## src/rtl/cpr_pkg.sv

```systemverilog
package cpr_pkg;

   localparam int COORD_BITS = 16;
   localparam int VEC_BITS   = 3 * COORD_BITS;
   localparam int DIFF_BITS  = COORD_BITS + 1;       // centre difference, signed
   localparam int OV_BITS    = COORD_BITS + 2;       // box overlap, signed
   localparam int SUM_BITS   = COORD_BITS + 1;       // radius sum, root, penetration
   localparam int SQ_BITS    = 2 * DIFF_BITS;        // one squared difference
   localparam int D2_BITS    = 2 * DIFF_BITS;        // squared distance (fits, see top)
   localparam int SREM_BITS  = SUM_BITS + 4;
   localparam int DIV_BITS   = SUM_BITS + 1;         // divisor 2*len
   localparam int NUM_BITS   = DIFF_BITS + DIV_BITS; // d * pen, signed
   localparam int Q_BITS     = SUM_BITS;
   localparam int MOVE_BITS  = SUM_BITS + 2;         // signed move before clamping

   localparam int SQRT_STEPS = D2_BITS / 2;
   localparam int DIV_STEPS  = Q_BITS;

   // stage map
   localparam int ST_FRONT = 0;
   localparam int ST_SQUARE = 1;
   localparam int ST_SUM = 2;
   localparam int ST_SQRT0 = 3;
   localparam int ST_PEN = ST_SQRT0 + SQRT_STEPS;
   localparam int ST_MUL = ST_PEN + 1;
   localparam int ST_MAG = ST_MUL + 1;
   localparam int ST_DIV0 = ST_MAG + 1;
   localparam int ST_OUT = ST_DIV0 + DIV_STEPS;
   localparam int NUM_STAGES = ST_OUT + 1;

   typedef enum logic [1:0] {
      EV_NONE = 2'd0,
      EV_TRIGGER = 2'd1,
      EV_COLLISION = 2'd2
   } event_kind_type;

   typedef enum logic [2:0] {
      MV_NONE = 3'd0,
      MV_SPHERE = 3'd1,
      MV_COINCIDENT = 3'd2,
      MV_PUSH_A = 3'd3,
      MV_PUSH_B = 3'd4
   } move_mode_type;

   typedef struct packed {
      event_kind_type                    kind;
      move_mode_type                     mode;
      logic signed [2:0][DIFF_BITS-1:0]  d;
      logic signed [2:0][OV_BITS-1:0]    ov;
      logic [SUM_BITS-1:0]               rs;
      logic [2:0][SQ_BITS-1:0]           sq;
      logic [D2_BITS-1:0]                rs2;
      logic [D2_BITS-1:0]                n;
      logic [SREM_BITS-1:0]              srem;
      logic [SUM_BITS-1:0]               root;
      logic [SUM_BITS-1:0]               pen;
      logic [DIV_BITS-1:0]               dv;
      logic signed [2:0][NUM_BITS-1:0]   num;
      logic [2:0]                        neg;
      logic [2:0][NUM_BITS-1:0]          drem;
      logic [2:0][Q_BITS-1:0]            q;
      logic [VEC_BITS-1:0]               move_a;
      logic [VEC_BITS-1:0]               move_b;
   } rec_type;

   localparam logic signed [MOVE_BITS-1:0] SAT_HI =
      MOVE_BITS'((64'sd1 <<< (COORD_BITS - 1)) - 64'sd1);
   localparam logic signed [MOVE_BITS-1:0] SAT_LO = -SAT_HI - MOVE_BITS'(1);

   function automatic logic [COORD_BITS-1:0] sat_coord(input logic signed [MOVE_BITS-1:0] v);
      logic [COORD_BITS-1:0] r;
      if (v > SAT_HI) begin
         r = SAT_HI[COORD_BITS-1:0];
      end else if (v < SAT_LO) begin
         r = SAT_LO[COORD_BITS-1:0];
      end else begin
         r = v[COORD_BITS-1:0];
      end
      return r;
   endfunction

endpackage

```

## src/rtl/cpr_front.sv

```systemverilog
// Pair classification: deltas, box overlaps, event kind, response mode.
module cpr_front (
   input  logic [cpr_pkg::VEC_BITS-1:0] center_a,
   input  logic [cpr_pkg::VEC_BITS-1:0] center_b,
   input  logic [cpr_pkg::VEC_BITS-1:0] extent_a,
   input  logic [cpr_pkg::VEC_BITS-1:0] extent_b,
   input  logic [15:0]                  radius_a,
   input  logic [15:0]                  radius_b,
   input  logic [1:0]                   flags_a,
   input  logic [1:0]                   flags_b,
   output cpr_pkg::rec_type             rec
);
   localparam int C = cpr_pkg::COORD_BITS;

   logic signed [2:0][cpr_pkg::DIFF_BITS-1:0] d;
   logic signed [2:0][cpr_pkg::OV_BITS-1:0]   ov;
   logic [2:0]                                ov_neg;
   logic                                      overlap;

   always_comb begin
      for (int i = 0; i < 3; i++) begin
         logic signed [cpr_pkg::DIFF_BITS-1:0] ca;
         logic signed [cpr_pkg::DIFF_BITS-1:0] cb;
         logic [cpr_pkg::DIFF_BITS-1:0]        ad;
         logic [cpr_pkg::SUM_BITS-1:0]         es;
         ca = cpr_pkg::DIFF_BITS'($signed(center_a[i*C +: C]));
         cb = cpr_pkg::DIFF_BITS'($signed(center_b[i*C +: C]));
         d[i] = ca - cb;
         ad = d[i][cpr_pkg::DIFF_BITS-1] ? -d[i] : d[i];
         es = cpr_pkg::SUM_BITS'(extent_a[i*C +: C]) + cpr_pkg::SUM_BITS'(extent_b[i*C +: C]);
         ov[i] = $signed(cpr_pkg::OV_BITS'(es)) - $signed(cpr_pkg::OV_BITS'(ad));
         ov_neg[i] = ov[i][cpr_pkg::OV_BITS-1];
      end
      overlap = ~|ov_neg;

      rec = '0;
      rec.d = d;
      rec.ov = ov;
      rec.rs = cpr_pkg::SUM_BITS'(radius_a[C-1:0]) + cpr_pkg::SUM_BITS'(radius_b[C-1:0]);
      priority if (!overlap || (flags_a[0] && flags_b[0])) begin
         rec.kind = cpr_pkg::EV_NONE;
         rec.mode = cpr_pkg::MV_NONE;
      end else if (flags_a[0] || flags_b[0]) begin
         rec.kind = cpr_pkg::EV_TRIGGER;
         rec.mode = cpr_pkg::MV_NONE;
      end else begin
         rec.kind = cpr_pkg::EV_COLLISION;
         unique case (flags_b[1:1] == 1'b1 ? {flags_a[1], 1'b1} : {flags_a[1], 1'b0})
            2'b00:   rec.mode = cpr_pkg::MV_SPHERE;
            2'b01:   rec.mode = cpr_pkg::MV_PUSH_A;
            2'b10:   rec.mode = cpr_pkg::MV_PUSH_B;
            default: rec.mode = cpr_pkg::MV_NONE;
         endcase
      end
   end
endmodule
```

## config.mk

```make
export PLATFORM = sky130hd
export DESIGN_NAME = cpr_front
export DESIGN_NICKNAME = d
export VERILOG_FILES = /design/src/rtl/cpr_pkg.sv /design/src/rtl/cpr_front.sv
export SDC_FILE = /design/constraint.sdc
export NUM_CORES = 1
export LEC_CHECK = 0
export BUFFER_PORTS_ARGS = -buffer_cell sky130_fd_sc_hd__buf_2
export CORE_AREA = 3 3 374 376
export DETAILED_ROUTE_END_ITERATION = 8
export DIE_AREA = 0 0 377 379
export GPL_ROUTABILITY_DRIVEN = 0
export SYNTH_ARGS = -nofsm -noshare
export SYNTH_HDL_FRONTEND = slang
export SYNTH_SLANG_ARGS = --single-unit
```

## constraint.sdc

```tcl
create_clock -name vclk -period 4.95
set_clock_uncertainty 0.15 [all_clocks]
set_input_delay 0 -clock vclk [all_inputs]
set_output_delay 0 -clock vclk [all_outputs]
set_load 0.02 [all_outputs]
```

==> results of run 1 <==
==> routing by layer <==
metal / global-route usage / share of wire / wire (um)
met1: 0.08072 / 0.39 / 21490
met5: 0 / 0.0011 / 61
met2: 0.1223 / 0.50 / 27540
met3: 0.02441 / 0.097 / 5414
met4: 0.01046 / 0.020 / 1116
==> layout make-up <==
class                           count  area [um2]  share of cell area
Antenna cell                        4       10.01           0.0005830
Tap cell                         1794        2245              0.1307
Timing Repair Buffer              622        4155              0.2420
Multi-Input combinational cell   1416       10160              0.5918
Inverter                          154       598.1             0.03484
==> power by group through the flow <==
stage	Combinational (mW)	Sequential (mW)	Clock [mW]
2_1_floorplan	4.07	0	0
3_3_place_gp	7.72	0	0
3_5_place_dp	7.79	0	0
4_1_cts	8.58	0	0
5_1_grt	9.79	0	0.0000000540
6_report	8.89	0	0.000000108
==> cells in the final DEF (no fill, tap or decap), drive strengths merged, types with 32 or more instances in the layout <==
cell type	netlist	routed
buf	603	620
conb	1	603
inv	154	154
ha	121	121
xnor2	95	95
nor2	84	84
a21oi	66	66
fa	52	52
o21ai	43	43
xor2	33	33
nand2	32	32
==> timing repair <==
item / CTS / global route
hold endpoints to repair: 0 / 0
pin swaps: 125 / 88
gates resized for setup: 151 / 98
hold buffers: 0 / 0
setup buffers: 39 / 22
setup endpoints to repair: 30 / 31
==> logic make-up after synthesis <==
kind of cell,share of synthesized area
adders and majority gates,0.2158
and+or+nand+nor,0.1150
buffers and inverters,0.4330
xor gates and xnor gates,0.09531
AOI/OAI and AO/OA,0.1378
muxes,0.002853
other,0.0003167
==> metrics by stage <==
| step | setup TNS [ns] | total power, mW | hold slack (ns) | utilization | cell area, um2 |
|---|---|---|---|---|---|
| after global routing | -5.807 | 9.793 | 0.1779 | 0.1251 | 17160 |
| after detailed placement | -12.18 | 7.790 | 0.1844 | 0.1141 | 15640 |
| after floorplan | -0.01119 | 4.072 | -0.1130 | - | 14340 |
| after global placement | -10.21 | 7.724 | 0.1792 | 0.1141 | 15640 |
| final | -2.722 | 8.893 | 0.1700 | 0.1252 | 17170 |
| after CTS | -3.006 | 8.577 | 0.1730 | 0.1206 | 16540 |
==> path summary, 6_finish.rpt <==
path / from / endpoint / slack (ns) / depth (start not counted)
setup / recovery: center_a[32] / rec[729] / -0.36 / 26
hold / removal: flags_a[1] / rec[725] / 0.17 / 3
==> flow_metrics.py, run 1 <==
metrics = {
    "logic_synthesis": {
        "yosysWarningCount": 0,
        "synth_area_um2": 11840,
        "netlist.top_cell.by_area": "buf_4",
        "synth-seq-area-share": 0,
        "synth_most_common_cell": "buf_4",
        "synth_top_area_share": 0.3823,
        "avgSynthCellArea_um2": 7.509,
        "synth.area.top_cells": "buf_4, ha_1, fa_1",
        "synthCells": 1577,
        "yosysUniqueCellTypes": 70,
        "yosys-top-cells-count": "buf_4, inv_1, ha_1, xnor2_1, nor2_1",
    },
    "worst_setup_path": {
        "cpMaxStageDelayCell": "fa_1",
        "critPathArrivalTime_ns": 5.16,
        "start_kind": "primary input",
        "critPathMaxStageDelay_ns": 0.48,
        "cp.required_ns": 4.80,
        "cp-end-kind": "output port",
        "crit_family": "compound AO/OA/AOI/OAI gates",
        "critPathKind": "primary input to output port",
        "crit_fanout": 5,
        "critPathBufInv": 5,
    },
    "power_and_ir_drop": {
        "p_sw_mw": 5.028,
        "power_frac_clock": 0,
        "swShare": 0.5654,
        "p_seq_frac": 0,
        "peakVddDrop_mv": 0.4048,
        "comb_power_share": 1.000,
        "power.internal_mw": 3.865,
        "power_density_nw_per_um2": 518.0,
        "cellLeakagePower_nw": 8.600,
    },
    "finish": {
        "syn2layout_area_growth_pct": 44.98,
        "seq_cells": 0,
        "drive_gt1_frac": 0.3668,
        "nets": 2595,
        "clock_buffer_count": 0,
        "layoutNonFillerInstCount": 3990,
        "fill_cells": 15910,
        "seq_area_um2": 0,
    },
    "route": {
        "drcViolationCount": 0,
        "avgRoutedWirePerCell_um": 13.94,
        "routed_wl_um": 55630,
        "vias": 10830,
        "vias_per_cell": 2.715,
        "ant_nets": 0,
        "drt_iter0_drc": 330,
        "drt-pass1-iter-count": 5,
    },
    "timing": {
        "relSlewSlack": 0.3825,
        "min_period_ns": 5.314,
        "setup_ws_ns": -0.3636,
        "fin_crit_sh": 1.073,
        "rsz0062_at_grt": "true",
        "hold_viol": 0,
        "finalMaxSlewViolations": 0,
        "worst_pin_slew_ns": 0.9180,
        "max_freq_mhz": 188.2,
        "finalSetupViolations": 11,
    },
    "run_status": {
        "status": "finished, violations left",
        "failed_checks": "setup timing",
    },
    "global_route": {
        "grt_max_degree": 9,
        "grt_remaining_overflow": 0,
        "track_usage": 0.06893,
        "antenna_found_initial": 18,
        "grt_first_pass_wirelength_um": 70530,
        "grt_pass1_vias": 10160,
    },
    "place": {
        "portBuffers": 355,
        "pre_cts_ws_ns": -0.7982,
        "placed_cells": 3943,
        "dpl.hpwl_um": 52220,
    },
    "die": {
        "die_h_um": 379,
        "fp.dieW_um": 377,
        "rows": 136,
        "core_area_um2": 137200,
        "initial_core_util": 0.08634,
        "io_pins": 958,
        "die_area_um2": 142900,
    },
    "hold_path": {
        "hp-class": "primary input to output port",
    },
    "job": {
        "drv_cap": 0,
    },
}
(Power assumes the default switching activity.)
==> run 2: changes to the inputs <==
--- a/config.mk
+++ b/config.mk
@@ -10,6 +10,8 @@
 export DETAILED_ROUTE_END_ITERATION = 8
 export DIE_AREA = 0 0 377 379
 export GPL_ROUTABILITY_DRIVEN = 0
+export MAX_ROUTING_LAYER = met4
+export REMOVE_ABC_BUFFERS = 1
 export SYNTH_ARGS = -nofsm -noshare
 export SYNTH_HDL_FRONTEND = slang
 export SYNTH_SLANG_ARGS = --single-unit
==> run 2 against run 1 <==
The run still ends with setup timing left. Critical endpoint is now rec[728]. Total power fell by 11%. First-iteration DRC count is 25% higher. Sequential cell count unchanged. Count of clock-buffer cells in the layout did not move. Maximum frequency grew 1.9%. Utilization up 0.29 points. Sequential share of layout area is the same. Cell count up 2.3%.
==> flow_metrics.py, run 2 (synthesis results as in run 1) <==
metrics = {
    "worst_setup_path": {
        "critPathArrivalTime_ns": 5.07,
        "crit_fanout": 4,
        "cp.required_ns": 4.80,
        "cp-end-kind": "output port",
        "start_kind": "primary input",
        "critPathKind": "primary input to output port",
    },
    "finish": {
        "seq_cells": 0,
        "multiInputGateArea_um2": 10050,
        "fill_cells": 15850,
        "final_common_cell": "conb_1",
        "clock_buffer_count": 0,
        "drive_gt1_frac": 0.3901,
        "syn2layout_area_growth_pct": 48.29,
        "layoutNonFillerInstCount": 4081,
        "final_cell_mix": "conb_1, buf_4, buf_2, inv_1, ha_1",
        "nets": 2677,
        "seq_area_um2": 0,
    },
    "global_route": {
        "track_usage": 0.07233,
        "grt_max_degree": 8,
        "grt_first_pass_wirelength_um": 73660,
        "grt_pass1_vias": 10700,
        "antenna_found_initial": 27,
        "grt_remaining_overflow": 0,
    },
    "timing": {
        "relSlewSlack": 0.5132,
        "hold_viol": 0,
        "worst_pin_slew_ns": 0.7226,
        "setup_ws_ns": -0.2658,
        "finalSetupViolations": 9,
        "min_period_ns": 5.216,
        "max_freq_mhz": 191.7,
        "rsz0062_at_grt": "true",
        "fin_crit_sh": 1.054,
        "finalMaxSlewViolations": 0,
    },
    "power_and_ir_drop": {
        "cellLeakagePower_nw": 8.958,
        "power_density_nw_per_um2": 453.0,
        "peakVddDrop_mv": 0.5419,
    },
    "hold_path": {
        "min_path_cells": 3,
        "hp-class": "primary input to output port",
    },
    "place": {
        "placed_cells": 4020,
        "pre_cts_ws_ns": -0.9466,
        "dpl.hpwl_um": 51610,
        "portBuffers": 355,
    },
    "route": {
        "routed_wl_um": 56170,
        "drt-pass1-iter-count": 6,
        "vias_per_cell": 2.753,
        "drt_iter0_drc": 412,
        "avgRoutedWirePerCell_um": 13.76,
        "vias": 11240,
        "ant_nets": 0,
        "drcViolationCount": 0,
    },
    "die": {
        "initial_core_util": 0.08634,
        "die_area_um2": 142900,
        "core_area_um2": 137200,
        "rows": 136,
        "io_pins": 958,
        "fp.dieW_um": 377,
        "die_h_um": 379,
    },
    "job": {
        "drv_cap": 0,
    },
    "run_status": {
        "status": "finished, violations left",
        "failed_checks": "setup timing",
    },
    "clocking": {
        "cts_hold_buf": 0,
    },
}
==> run 2: repair_timing <==
action / 4_1_cts / 5_1_grt
setup buffers: 33 / 21
gates cloned: 0 / 0
endpoints found under the setup margin: 34 / 33
resized for setup: 161 / 105
pin swaps: 100 / 91
==> run 2: power by group <==
part	internal, mW	switching, mW	total, mW
clock network	0.000000458	0	0.000000458
logic	3.44	4.51	7.96
registers	0	0	0
total	3.44	4.51	7.96
==> run 2: stage by stage <==
| stage | hold WS (ns) | setup TNS, ns | util | total power, mW | cell area (um2) |
|---|---|---|---|---|---|
| 2_1_floorplan | -0.06762 | -6.203 | - | 3.606 | 9552 |
| 3_3_place_gp | 0.1420 | -13.18 | 0.1159 | 6.712 | 15900 |
| 3_5_place_dp | 0.1456 | -16.25 | 0.1159 | 6.747 | 15900 |
| 4_1_cts | 0.1467 | -2.686 | 0.1230 | 7.560 | 16880 |
| 5_1_grt | 0.1544 | -5.768 | 0.1280 | 8.596 | 17550 |
| 6_report | 0.1529 | -1.569 | 0.1280 | 7.955 | 17560 |
==> run 2: layout make-up <==
| cell class | instances | share of cell area |
|---|---|---|
| Inverter | 154 | 0.03335 |
| Antenna cell | 13 | 0.001853 |
| Multi-Input combinational cell | 1416 | 0.5724 |
| Tap cell | 1794 | 0.1278 |
| Timing Repair Buffer | 704 | 0.2646 |
==> run 2: path summary, 6_finish.rpt <==
| kind | slack, ns | startpoint | end |
|---|---|---|---|
| hold / removal | 0.15 | flags_a[1] | rec[725] |
| setup / recovery | -0.27 | center_b[33] | rec[728] |
==> run 2: routing by layer <==
layer  track usage  vias up  part of all wire
li1              -     5402                 -
met2        0.1252      547              0.50
met1       0.08931     5217              0.42
met3      0.006022       70             0.051
met5             -        -                 0
met4       0.02173        0             0.029
==> run 2: worst max-delay path, stage by stage <==
cell and delay [ns]:
buf_2 0.09, inv_1 0.06, buf_4 0.13, ha_1 0.25
nor2b_1 0.14, o31a_1 0.26, buf_4 0.15, o31ai_1 0.23
nand2b_1 0.09, xor2_1 0.44, nand4b_1 0.22, and2_1 0.19
xnor2_2 0.09, fa_1 0.61, ha_4 0.24, a21oi_2 0.14
nor2b_1 0.07, o31a_1 0.29, a311o_1 0.31, a31o_2 0.22
a21o_1 0.17, a21oi_2 0.19, or3_4 0.18, buf_6 0.10
nor2_1 0.03, buf_4 0.15
==> run 3: changes to the inputs <==
--- a/config.mk
+++ b/config.mk
@@ -6,9 +6,9 @@
 export NUM_CORES = 1
 export LEC_CHECK = 0
 export BUFFER_PORTS_ARGS = -buffer_cell sky130_fd_sc_hd__buf_2
-export CORE_AREA = 3 3 374 376
+export CORE_AREA = 3 3 367 369
 export DETAILED_ROUTE_END_ITERATION = 8
-export DIE_AREA = 0 0 377 379
+export DIE_AREA = 0 0 370 372
 export GPL_ROUTABILITY_DRIVEN = 0
 export MAX_ROUTING_LAYER = met4
 export REMOVE_ABC_BUFFERS = 1
==> constraint.sdc (replaced) <==
create_clock -name vclk -period 5.75
set_clock_uncertainty 0.15 [all_clocks]
set_input_delay 0 -clock vclk [all_inputs]
set_output_delay 0 -clock vclk [all_outputs]
set_load 0.02 [all_outputs]
==> run 3 against run 2 <==
The flow now finishes without violations. Utilization down 1.2 points. Sequential cell count unchanged. Count of clock-buffer cells in the layout unchanged. Routed wire length down 3.3%. Setup slack better by 0.44 ns. Design area down 13%. Combinational power down 26%. Sequential share of layout area unchanged. Critical path depth up 8. Highest routed layer unchanged.
==> flow_metrics.py, run 3 (synthesis results as in run 1) <==
metrics = {
    "run_status": {
        "status": "finished clean",
    },
    "route": {
        "routed_wl_um": 54300,
        "vias_per_cell": 2.767,
        "drt-pass1-iter-count": 5,
        "drcViolationCount": 0,
        "avgRoutedWirePerCell_um": 14.09,
        "drt_iter0_drc": 394,
        "vias": 10660,
        "ant_nets": 0,
    },
    "finish": {
        "syn2layout_area_growth_pct": 28.88,
        "final_common_cell": "conb_1",
        "final_cell_mix": "conb_1, buf_2, buf_4, inv_1, ha_1",
        "layoutNonFillerInstCount": 3854,
        "seq_area_um2": 0,
        "clock_buffer_count": 0,
        "seq_cells": 0,
        "nets": 2487,
        "fin_area_um2": 15260,
        "drive_gt1_frac": 0.2884,
    },
    "timing": {
        "hold_viol": 0,
        "min_period_ns": 5.580,
        "hold_slack_ns": 0.1741,
        "max_freq_mhz": 179.2,
        "setup_ws_ns": 0.1700,
        "relSlewSlack": 0.4478,
        "finalSetupViolations": 0,
        "worst_pin_slew_ns": 0.8283,
        "finalMaxSlewViolations": 0,
        "fin_crit_sh": 0.9704,
    },
    "power_and_ir_drop": {
        "peakVddDrop_mv": 0.4908,
        "power_density_nw_per_um2": 386.0,
        "cellLeakagePower_nw": 7.831,
    },
    "job": {
        "drv_cap": 0,
    },
    "die": {
        "initial_core_util": 0.09007,
        "io_pins": 958,
        "core_area_um2": 131500,
        "fp.dieW_um": 370,
        "rows": 133,
        "die_area_um2": 137600,
        "die_h_um": 372,
    },
    "worst_setup_path": {
        "cp-end-kind": "output port",
        "critPathMaxStageDelay_ns": 0.49,
        "critPathMostFrequentCell": "buf_4",
        "cpMaxStageDelayCell": "fa_1",
        "crit_fanout": 4,
        "critPathArrivalTime_ns": 5.43,
        "cp.required_ns": 5.60,
        "start_kind": "primary input",
        "critPathKind": "primary input to output port",
    },
    "global_route": {
        "track_usage": 0.07256,
        "grt_first_pass_wirelength_um": 69940,
        "grt_pass1_vias": 9720,
        "antenna_found_initial": 23,
        "grt_remaining_overflow": 0,
        "grt_max_degree": 14,
    },
    "clocking": {
        "cts_hold_buf": 0,
    },
    "place": {
        "pre_cts_ws_ns": -0.7046,
        "placed_cells": 3813,
        "dpl_cell_area_um2": 14670,
        "portBuffers": 355,
        "dpl.hpwl_um": 50920,
    },
    "hold_path": {
        "min_path_cells": 3,
        "hold_path.startpoint": "flags_a[1]",
        "min_to": "rec[725]",
        "hp-class": "primary input to output port",
    },
}
==> run 3: cell count changes in the layout (fill, tap and decap cells not counted), moves of 12 or more <==
cell / before / now
buf_2: 327 / 347
xnor2_2: 21 / 6
buf_6: 27 / 2
xnor2_1: 74 / 89
ha_1: 99 / 116
buf_4: 343 / 157
a21oi_1: 43 / 55
ha_4: 18 / 4
==> run 3: how the worst max path moves through the flow <==
| stage | startpoint | endpoint | slack, ns |
|---|---|---|---|
| after CTS | center_a[0] | rec[729] | -0.002 |
| after detailed placement | center_a[0] | rec[636] | -0.70 |
| final | center_a[32] | rec[725] | 0.17 |
| after global placement | center_a[0] | rec[636] | -0.64 |
| after floorplan | center_a[0] | rec[726] | -0.23 |
| after global routing | center_a[0] | rec[728] | -0.04 |
==> run 3: repair_timing <==
action / in CTS / in global routing
gates cloned: 0 / 0
pin swaps: 7 / 29
buffers inserted: 16 / 10
setup endpoints to repair: 18 / 19
gates resized for setup: 27 / 57
==> run 3: cell type report <==
cell class | count | area [um2]
diodes | 15 | 37.54
fillers | 15340 | 116200
inverters | 154 | 578.1
multi-input cells | 1416 | 9351
well taps | 1755 | 2196
repair buffers | 514 | 3098
==> run 3: worst max-delay path, delay by kind of cell <==
| kind | cells | cell delay [ns] |
|---|---|---|
| XOR/XNOR | 1 | 0.15 |
| buffers and inverters | 16 | 1.66 |
| AO/OA/AOI/OAI | 10 | 1.52 |
| adder cells (fa/ha/maj) | 4 | 1.28 |
| AND/OR/NAND/NOR | 3 | 0.81 |
==> run 3: where the power goes <==
group          switching [mW]   total [mW]  internal [mW]  leakage [nW]
clock                       0  0.000000358    0.000000358     0.0000951
sequential                  0            0              0             0
combinational            3.61         5.89           2.28          7.83
total                    3.61         5.89           2.28          7.83
==> run 3: stage by stage <==
step,power (mW),utilization,setup TNS (ns)
after floorplan,3.104,-,-0.6406
after global placement,5.741,0.1116,-4.767
after detailed placement,5.763,0.1116,-5.314
after CTS,5.872,0.1134,-0.002259
after global routing,6.457,0.1161,-0.1765
final,5.891,0.1161,0
==> run 3: routing by layer <==
layer / up-vias / routed length [um] / part of all wire / global-route usage
met5: - / 0 / 0 / -
met4: 0 / 2581 / 0.048 / 0.02596
met3: 97 / 4184 / 0.077 / 0.01736
met2: 615 / 26050 / 0.48 / 0.1231
met1: 4932 / 21480 / 0.40 / 0.08313
li1: 5019 / - / - / -
